$ cat config.mk
export PLATFORM = sky130hd
export DESIGN_NAME = hsv_to_rgb_converter
export DESIGN_NICKNAME = d
export VERILOG_FILES = /design/src/hdl/hsv2rgb_pkg.sv /design/src/hdl/hsv_to_rgb_converter.sv
export SDC_FILE = /design/constraint.sdc
export NUM_CORES = 1
export LEC_CHECK = 0
export BUFFER_PORTS_ARGS = -buffer_cell sky130_fd_sc_hd__buf_2
export CORE_MARGIN = 4
export CORE_UTILIZATION = 55
export DETAILED_ROUTE_END_ITERATION = 7
export GPL_TIMING_DRIVEN = 0
export PLACE_DENSITY_LB_ADDON = 0.25
export SYNTH_ARGS = -nofsm -noshare
export SYNTH_HDL_FRONTEND = slang
export SYNTH_SLANG_ARGS = --single-unit
$ cat constraint.sdc
create_clock -name clk -period 6.8 [get_ports clk]
set_input_delay 0.34 -clock clk [delete_from_list [all_inputs] [get_ports clk]]
set_output_delay 0.34 -clock clk [all_outputs]
set_load 0.03 [all_outputs]
$ cat src/hdl/hsv2rgb_pkg.sv
// types and helpers shared by the hsv to rgb converter
// no dependencies
`timescale 1ns / 1ps

package hsv2rgb_pkg;

  localparam int unsigned HUE_W  = 9;
  localparam int unsigned CHAN_W = 8;

  localparam logic [HUE_W-1:0]  FULL_TURN   = 9'd360;
  localparam logic [HUE_W-1:0]  SECTOR_DEG  = 9'd60;
  localparam logic [CHAN_W-1:0] CHAN_MAX    = 8'd255;

  // hue sector codes, 60 degrees each
  localparam logic [2:0] SEC_RED     = 3'd0;
  localparam logic [2:0] SEC_YELLOW  = 3'd1;
  localparam logic [2:0] SEC_GREEN   = 3'd2;
  localparam logic [2:0] SEC_CYAN    = 3'd3;
  localparam logic [2:0] SEC_BLUE    = 3'd4;
  localparam logic [2:0] SEC_MAGENTA = 3'd5;

  typedef struct packed {
    logic [HUE_W-1:0]  hue_degrees;
    logic [CHAN_W-1:0] saturation;
    logic [CHAN_W-1:0] brightness;
  } hsv_t;

  typedef struct packed {
    logic [CHAN_W-1:0] red;
    logic [CHAN_W-1:0] green;
    logic [CHAN_W-1:0] blue;
  } rgb_t;

  // round(x / 255) for x up to 255 * 255
  function automatic logic [CHAN_W-1:0] div255(input logic [2*CHAN_W-1:0] x);
    logic [2*CHAN_W:0] y;
    logic [2*CHAN_W:0] z;
    y = {1'b0, x} + 17'd127;
    z = y + {8'd0, y[2*CHAN_W:CHAN_W]} + 17'd1;
    return z[2*CHAN_W-1:CHAN_W];
  endfunction

endpackage

$ cat src/hdl/hsv_to_rgb_converter.sv
// hsv to rgb converter, five register stages
// depends on hsv2rgb_pkg
`timescale 1ns / 1ps

// Converts one hsv color per transfer into one rgb color.
// Input channel: in_valid / in_stall / in_data (hue in degrees, saturation
// and brightness as 8-bit fractions, 255 = 1.0). Output channel: out_valid /
// out_stall / out_data (red, green, blue, 255 = 1.0).
// Each input transfer passes through the stage registers in order and leaves
// from the output register, where out_valid marks it.
// Throughput is one color per clock while out_stall is low; each stage holds
// one item and a stage moves on when the stage after it is empty or moving, so bubbles close up.
// Stages: hue wrap and sector split, three 8x8 products, rounding divide
// by 255, two more products, final divide and channel select into the
// output register.
// Reset (rst, synchronous) empties every stage; out_valid falls.
// While out_stall is high the output holds its data; the stages behind it
// keep filling, and in_stall rises once the first stage is full and blocked.
module hsv_to_rgb_converter
  import hsv2rgb_pkg::*;
(
  input  logic clk,
  input  logic rst,
  input  logic in_valid,
  output logic in_stall,
  input  hsv_t in_data,
  output logic out_valid,
  input  logic out_stall,
  output rgb_t out_data
);

  // stage valids and advance enables
  logic v1, v2, v3, v4, v5;
  logic adv1, adv2, adv3, adv4, adv5;

  assign adv5 = !v5 || !out_stall;
  assign adv4 = !v4 || adv5;
  assign adv3 = !v3 || adv4;
  assign adv2 = !v2 || adv3;
  assign adv1 = !v1 || adv2;

  assign in_stall  = !adv1;
  assign out_valid = v5;

  // stage 1: wrap, sector, fraction
  logic [HUE_W-1:0]  hue_w;
  logic [2:0]        sec_c;
  logic [HUE_W-1:0]  sec_base;
  logic [HUE_W-1:0]  rem_full;
  logic [5:0]        rem_c;
  logic [CHAN_W+3:0] f_scaled;

  always_comb begin
    hue_w = (in_data.hue_degrees >= FULL_TURN) ? in_data.hue_degrees - FULL_TURN
                                               : in_data.hue_degrees;
    priority if (hue_w >= 5 * SECTOR_DEG) begin
      sec_c = SEC_MAGENTA;
    end else if (hue_w >= 4 * SECTOR_DEG) begin
      sec_c = SEC_BLUE;
    end else if (hue_w >= 3 * SECTOR_DEG) begin
      sec_c = SEC_CYAN;
    end else if (hue_w >= 2 * SECTOR_DEG) begin
      sec_c = SEC_GREEN;
    end else if (hue_w >= SECTOR_DEG) begin
      sec_c = SEC_YELLOW;
    end else begin
      sec_c = SEC_RED;
    end
    sec_base = HUE_W'(sec_c * SECTOR_DEG);
    rem_full = hue_w - sec_base;
    rem_c    = rem_full[5:0];
    // (rem * 255 + 30) / 60 reduces to (rem * 17 + 2) / 4
    f_scaled = 12'(rem_c) * 12'd17 + 12'd2;
  end

  logic [2:0]        s1_sec;
  logic [CHAN_W-1:0] s1_f, s1_s, s1_v;
  logic              s1_gray;

  always_ff @(posedge clk) begin
    if (rst) begin
      v1 <= 1'b0;
    end else if (adv1) begin
      v1 <= in_valid;
    end
    if (adv1) begin
      s1_sec  <= sec_c;
      s1_f    <= f_scaled[CHAN_W+1:2];
      s1_s    <= in_data.saturation;
      s1_v    <= in_data.brightness;
      s1_gray <= (in_data.saturation == '0);
    end
  end

  // stage 2: products s*f, s*(1-f), v*(1-s)
  logic [2:0]          s2_sec;
  logic [CHAN_W-1:0]   s2_v;
  logic                s2_gray;
  logic [2*CHAN_W-1:0] s2_sf, s2_sfn, s2_vs;

  always_ff @(posedge clk) begin
    if (rst) begin
      v2 <= 1'b0;
    end else if (adv2) begin
      v2 <= v1;
    end
    if (adv2) begin
      s2_sec  <= s1_sec;
      s2_v    <= s1_v;
      s2_gray <= s1_gray;
      s2_sf   <= s1_s * s1_f;
      s2_sfn  <= s1_s * (CHAN_MAX - s1_f);
      s2_vs   <= s1_v * (CHAN_MAX - s1_s);
    end
  end

  // stage 3: rescale the three products
  logic [2:0]        s3_sec;
  logic [CHAN_W-1:0] s3_v, s3_p, s3_sf, s3_sfn;
  logic              s3_gray;

  always_ff @(posedge clk) begin
    if (rst) begin
      v3 <= 1'b0;
    end else if (adv3) begin
      v3 <= v2;
    end
    if (adv3) begin
      s3_sec  <= s2_sec;
      s3_v    <= s2_v;
      s3_gray <= s2_gray;
      s3_p    <= div255(s2_vs);
      s3_sf   <= div255(s2_sf);
      s3_sfn  <= div255(s2_sfn);
    end
  end

  // stage 4: v*(1-s*f) and v*(1-s*(1-f))
  logic [2:0]          s4_sec;
  logic [CHAN_W-1:0]   s4_v, s4_p;
  logic                s4_gray;
  logic [2*CHAN_W-1:0] s4_qm, s4_tm;

  always_ff @(posedge clk) begin
    if (rst) begin
      v4 <= 1'b0;
    end else if (adv4) begin
      v4 <= v3;
    end
    if (adv4) begin
      s4_sec  <= s3_sec;
      s4_v    <= s3_v;
      s4_p    <= s3_p;
      s4_gray <= s3_gray;
      s4_qm   <= s3_v * (CHAN_MAX - s3_sf);
      s4_tm   <= s3_v * (CHAN_MAX - s3_sfn);
    end
  end

  // stage 5: final rescale and channel select
  logic [CHAN_W-1:0] q_c, t_c;
  rgb_t              rgb_next;

  always_comb begin
    q_c = div255(s4_qm);
    t_c = div255(s4_tm);
    if (s4_gray) begin
      rgb_next = '{red: s4_v, green: s4_v, blue: s4_v};
    end else begin
      unique case (s4_sec)
        SEC_RED:    rgb_next = '{red: s4_v, green: t_c,  blue: s4_p};
        SEC_YELLOW: rgb_next = '{red: q_c,  green: s4_v, blue: s4_p};
        SEC_GREEN:  rgb_next = '{red: s4_p, green: s4_v, blue: t_c};
        SEC_CYAN:   rgb_next = '{red: s4_p, green: q_c,  blue: s4_v};
        SEC_BLUE:   rgb_next = '{red: t_c,  green: s4_p, blue: s4_v};
        default:    rgb_next = '{red: s4_v, green: s4_p, blue: q_c};
      endcase
    end
  end

  always_ff @(posedge clk) begin
    if (rst) begin
      v5 <= 1'b0;
    end else if (adv5) begin
      v5 <= v4;
    end
    if (adv5) begin
      out_data <= rgb_next;
    end
  end

endmodule
==> flow_metrics.env <==
export IMPL_overflow=0
export IMPL_yosys_warnings=0
export IMPL_fin_nets=2713
export IMPL_multi_input_area_um2=14000
export IMPL_h_tree_depth=1
export IMPL_syn_avg_cell_area_um2=9.98
export IMPL_grt_max_degree=48
export IMPL_fmax_ghz=0.171
export IMPL_syn_area_um2=21500
export IMPL_dpl_cell_area_um2=22500
export IMPL_holdCritPathClass="primary input to flip-flop"
export IMPL_postRouteAntennaNets=0
export IMPL_gp_congestion=0.953
export IMPL_met3_usage_pct=2.38
export IMPL_diodes=0
export IMPL_min_to="out_valid$_SDFFE_PP0P_"
export IMPL_register_area_um2=6110
export IMPL_clkSinkCount=205
export IMPL_arrival_ns=6.11
export IMPL_period_needed_ns=5.84
export IMPL_met2_usage_pct=38.3
export IMPL_yosysSeqAreaShare_pct=28.4
export IMPL_final_common_cell="inv_1"
export IMPL_layout_area_overhead_vs_synth_pct=9.27
export IMPL_slew_headroom_pct=32.9
export IMPL_die_y_um=206
export IMPL_ff2ff_setup_slack_ns=1.61
export IMPL_crit_chain="buf_2, inv_1, ha_1, or4b_1, a21oi_1, o21ai_1, xnor2_1, o21ai_0, a21oi_1, mux2i_1, mux2i_1, fa_1, ha_1, inv_1, ha_1, a21oi_1, xnor2_1, xnor2_1, ha_1, ha_1, a31oi_1, nor2b_1, o21ai_0, xnor2_1"
export IMPL_cts_root_buf="clkbuf_16"
export IMPL_grt_pass1_wl_um=74400
export IMPL_drt_iter0_markers=603
export IMPL_portBuffers=54
export IMPL_min_from="rst"
export IMPL_maxCapViolations=0
export IMPL_hold_viol=0
export IMPL_cts_resized=0
export IMPL_min_path_cells=2
export IMPL_path_class="primary input to flip-flop"
export IMPL_fill_cells=3243
export IMPL_setup_viol=0
export IMPL_grt_use_met1_pct=26.3
export IMPL_crit_path_frequent_cell="ha_1"
export IMPL_die_area_um2=42300
export IMPL_drive_gt1_share_pct=5.28
export IMPL_cp_max_fo=7
export IMPL_rsz0062_at_grt="no"
export IMPL_grt_pass1_vias=15500
export IMPL_start_util_pct=55.6
export IMPL_timing_rr_start="s1_s[0]$_DFFE_PN_"
export IMPL_layout_common_cells="inv_1 (318), ha_1 (246), edfxtp_1 (200), fa_1 (186), nor2b_1 (183)"
export IMPL_vias_per_cell=5.37
export IMPL_post_cts_setup_buffers=0
export IMPL_fin_area_um2=23500
export IMPL_cts_clk_slew_worst_paths_ns=0.06
export IMPL_gr_max_usage_layer="met2"
export IMPL_critical_path_max_stage_delay_ns=0.59
export IMPL_yosysUniqueCellTypes=84
export IMPL_routed_wl_um=44000
export IMPL_fin_skew_ns=0.0120
export IMPL_r2r_end="s2_vs[14]$_DFFE_PP_"
export IMPL_grt_total_usage_pct=21.5
export IMPL_ys_ff_latch=205
export IMPL_ioPinCount=55
export IMPL_wl_per_cell_um=15.8
export IMPL_hpwl_um=36000
export IMPL_die_w_um=206
export IMPL_setup_tns_ns=0
export IMPL_drt_first_pass_iters=7
export IMPL_syn_nets=2612
export IMPL_vias=15000
export IMPL_drc=0
export IMPL_synth_edf_count=200
export IMPL_drv_slew=0
export IMPL_insertion_delay_ns=0.54
export IMPL_rows=72
export IMPL_worstMarginPinSlew_ns=1.00
export IMPL_synth_ff_type="edfxtp_1"
export IMPL_numCtsBuffers=25
export IMPL_slowest_stage="mux2i_1"
export IMPL_cp_required_ns=7.07
export IMPL_start_kind="primary input"
export IMPL_coreArea_um2=38600
export IMPL_antenna_found_initial=0
export IMPL_critPathTopFamily="adder cells"
export IMPL_tritoncts="built"
export IMPL_worstSetupEndpointType="flip-flop"
export IMPL_netlist_instances=2151
export IMPL_fin_crit_sh_pct=85.9
export IMPL_async_reset_ff_share_pct=0
export IMPL_outcome="finished clean"
export IMPL_ff2ff_path_depth=18
export IMPL_clk_path_buf_depth=3
export IMPL_path_buf_inv=3
worst reg2reg max path: stages (launching register included):
cell and delay (ns):
edfxtp_1 0.53, clkbuf_1 0.27, nand2b_1 0.22, fa_1 0.55, inv_1 0.05, fa_1 0.45
ha_1 0.29, inv_1 0.05, fa_1 0.52, inv_1 0.04, ha_1 0.32, nor2b_1 0.14
o21ai_0 0.19, a21boi_0 0.15, o21ai_1 0.18, a21oi_1 0.10, o21ai_0 0.26, or4b_1 0.45
o311ai_0 0.16
through the flow:
stage	util, %	instances	hold WS [ns]	setup slack [ns]
after floorplan	-	2151	0.400	1.50
after global placement	57.9	2723	0.401	0.719
after detailed placement	58.2	2727	0.405	0.484
after CTS	60.7	2789	0.0483	0.987
after global routing	60.7	2789	0.0537	0.645
final	60.7	2789	0.0831	0.961
per-layer routing:
metal	vias up	part of all wire, %
li1	7397	-
met1	7140	42
met2	334	50
met3	108	3.6
met4	0	4.6
met5	-	0
how the worst max path moves through the flow:
stage	start	cells after the start	to	slack [ns]
floorplan	in_data[20]	23	s1_f[7]$_DFFE_PN_	1.50
detailed placement	in_data[20]	24	s1_f[6]$_DFFE_PN_	0.48
global placement	in_data[20]	24	s1_f[7]$_DFFE_PN_	0.72
finish	in_data[20]	24	s1_f[6]$_DFFE_PN_	0.96
global route	in_data[20]	24	s1_f[6]$_DFFE_PN_	0.65
CTS	in_data[20]	24	s1_f[6]$_DFFE_PN_	0.99
synth_stat cells, drive strengths merged (4+ instances only):
cell	instances	area [µm²]
o21ai	54	270
buf	4	18.8
clkbuf	47	176
o21a	14	113
nor3b	5	37.5
xnor2	107	945
a21o	23	173
nor2b	183	1140
or3	5	31.3
o31ai	11	87.6
nand2	156	586
o22ai	6	37.5
nand2b	104	651
nor3	30	155
and4	4	35.0
xor2	51	447
or4	5	45.0
a32oi	4	35.0
fa	186	3720
nor2	80	300
a31oi	12	90.1
a222oi	4	40.0
a21oi	71	355
a22oi	7	52.6
ha	246	3080
mux2i	9	90.1
nand3	35	175
dfxtp	5	100
o221ai	7	61.3
and2	42	263
a211oi	6	50.1
nand4	9	56.3
a21boi	9	67.6
nor4	6	52.6
and3	8	50.1
a221oi	7	67.6
or2	5	31.3
a41oi	5	43.8
o211ai	11	82.6
o2111ai	4	35.0
inv	319	1200
edfxtp	200	6010
layout make-up:
| cell class | instances | share of cell area (%) |
|---|---|---|
| inverter | 321 | 5.14 |
| multi-input combinational | 1574 | 59.5 |
| sequential | 205 | 26.0 |
| tap | 518 | 2.76 |
| clock inverter | 12 | 0.661 |
| clock buffer | 34 | 2.85 |
| buffer | 51 | 0.832 |
| timing repair buffer | 74 | 2.19 |
sequential cells by signal (all words and copies together) (netlist names), 16 cells and up:
register and flops:
out_data 24, s4_qm 16, s2_sf 16, s4_tm 16
s2_sfn 16, s2_vs 16
timing repair:
action,CTS,global route
hold endpoints to repair,16,0
hold buffers,16,0
endpoints found under the setup margin,0,0
cell families (layout without fill, tap and decap cells):
kind of cell / after synthesis / in the layout / share of synthesized area, %
compound gates: 283 / 283 / 8.97
xor+xnor: 158 / 158 / 6.48
fa+ha+maj: 432 / 432 / 31.7
buf+inv: 372 / 492 / 6.52
flops: 205 / 205 / 28.4
mux: 10 / 10 / 0.472
simple gates: 691 / 691 / 17.4
Power is not shown: default switching activity piles up to over one toggle a cycle in this logic, so the estimate is an artifact.
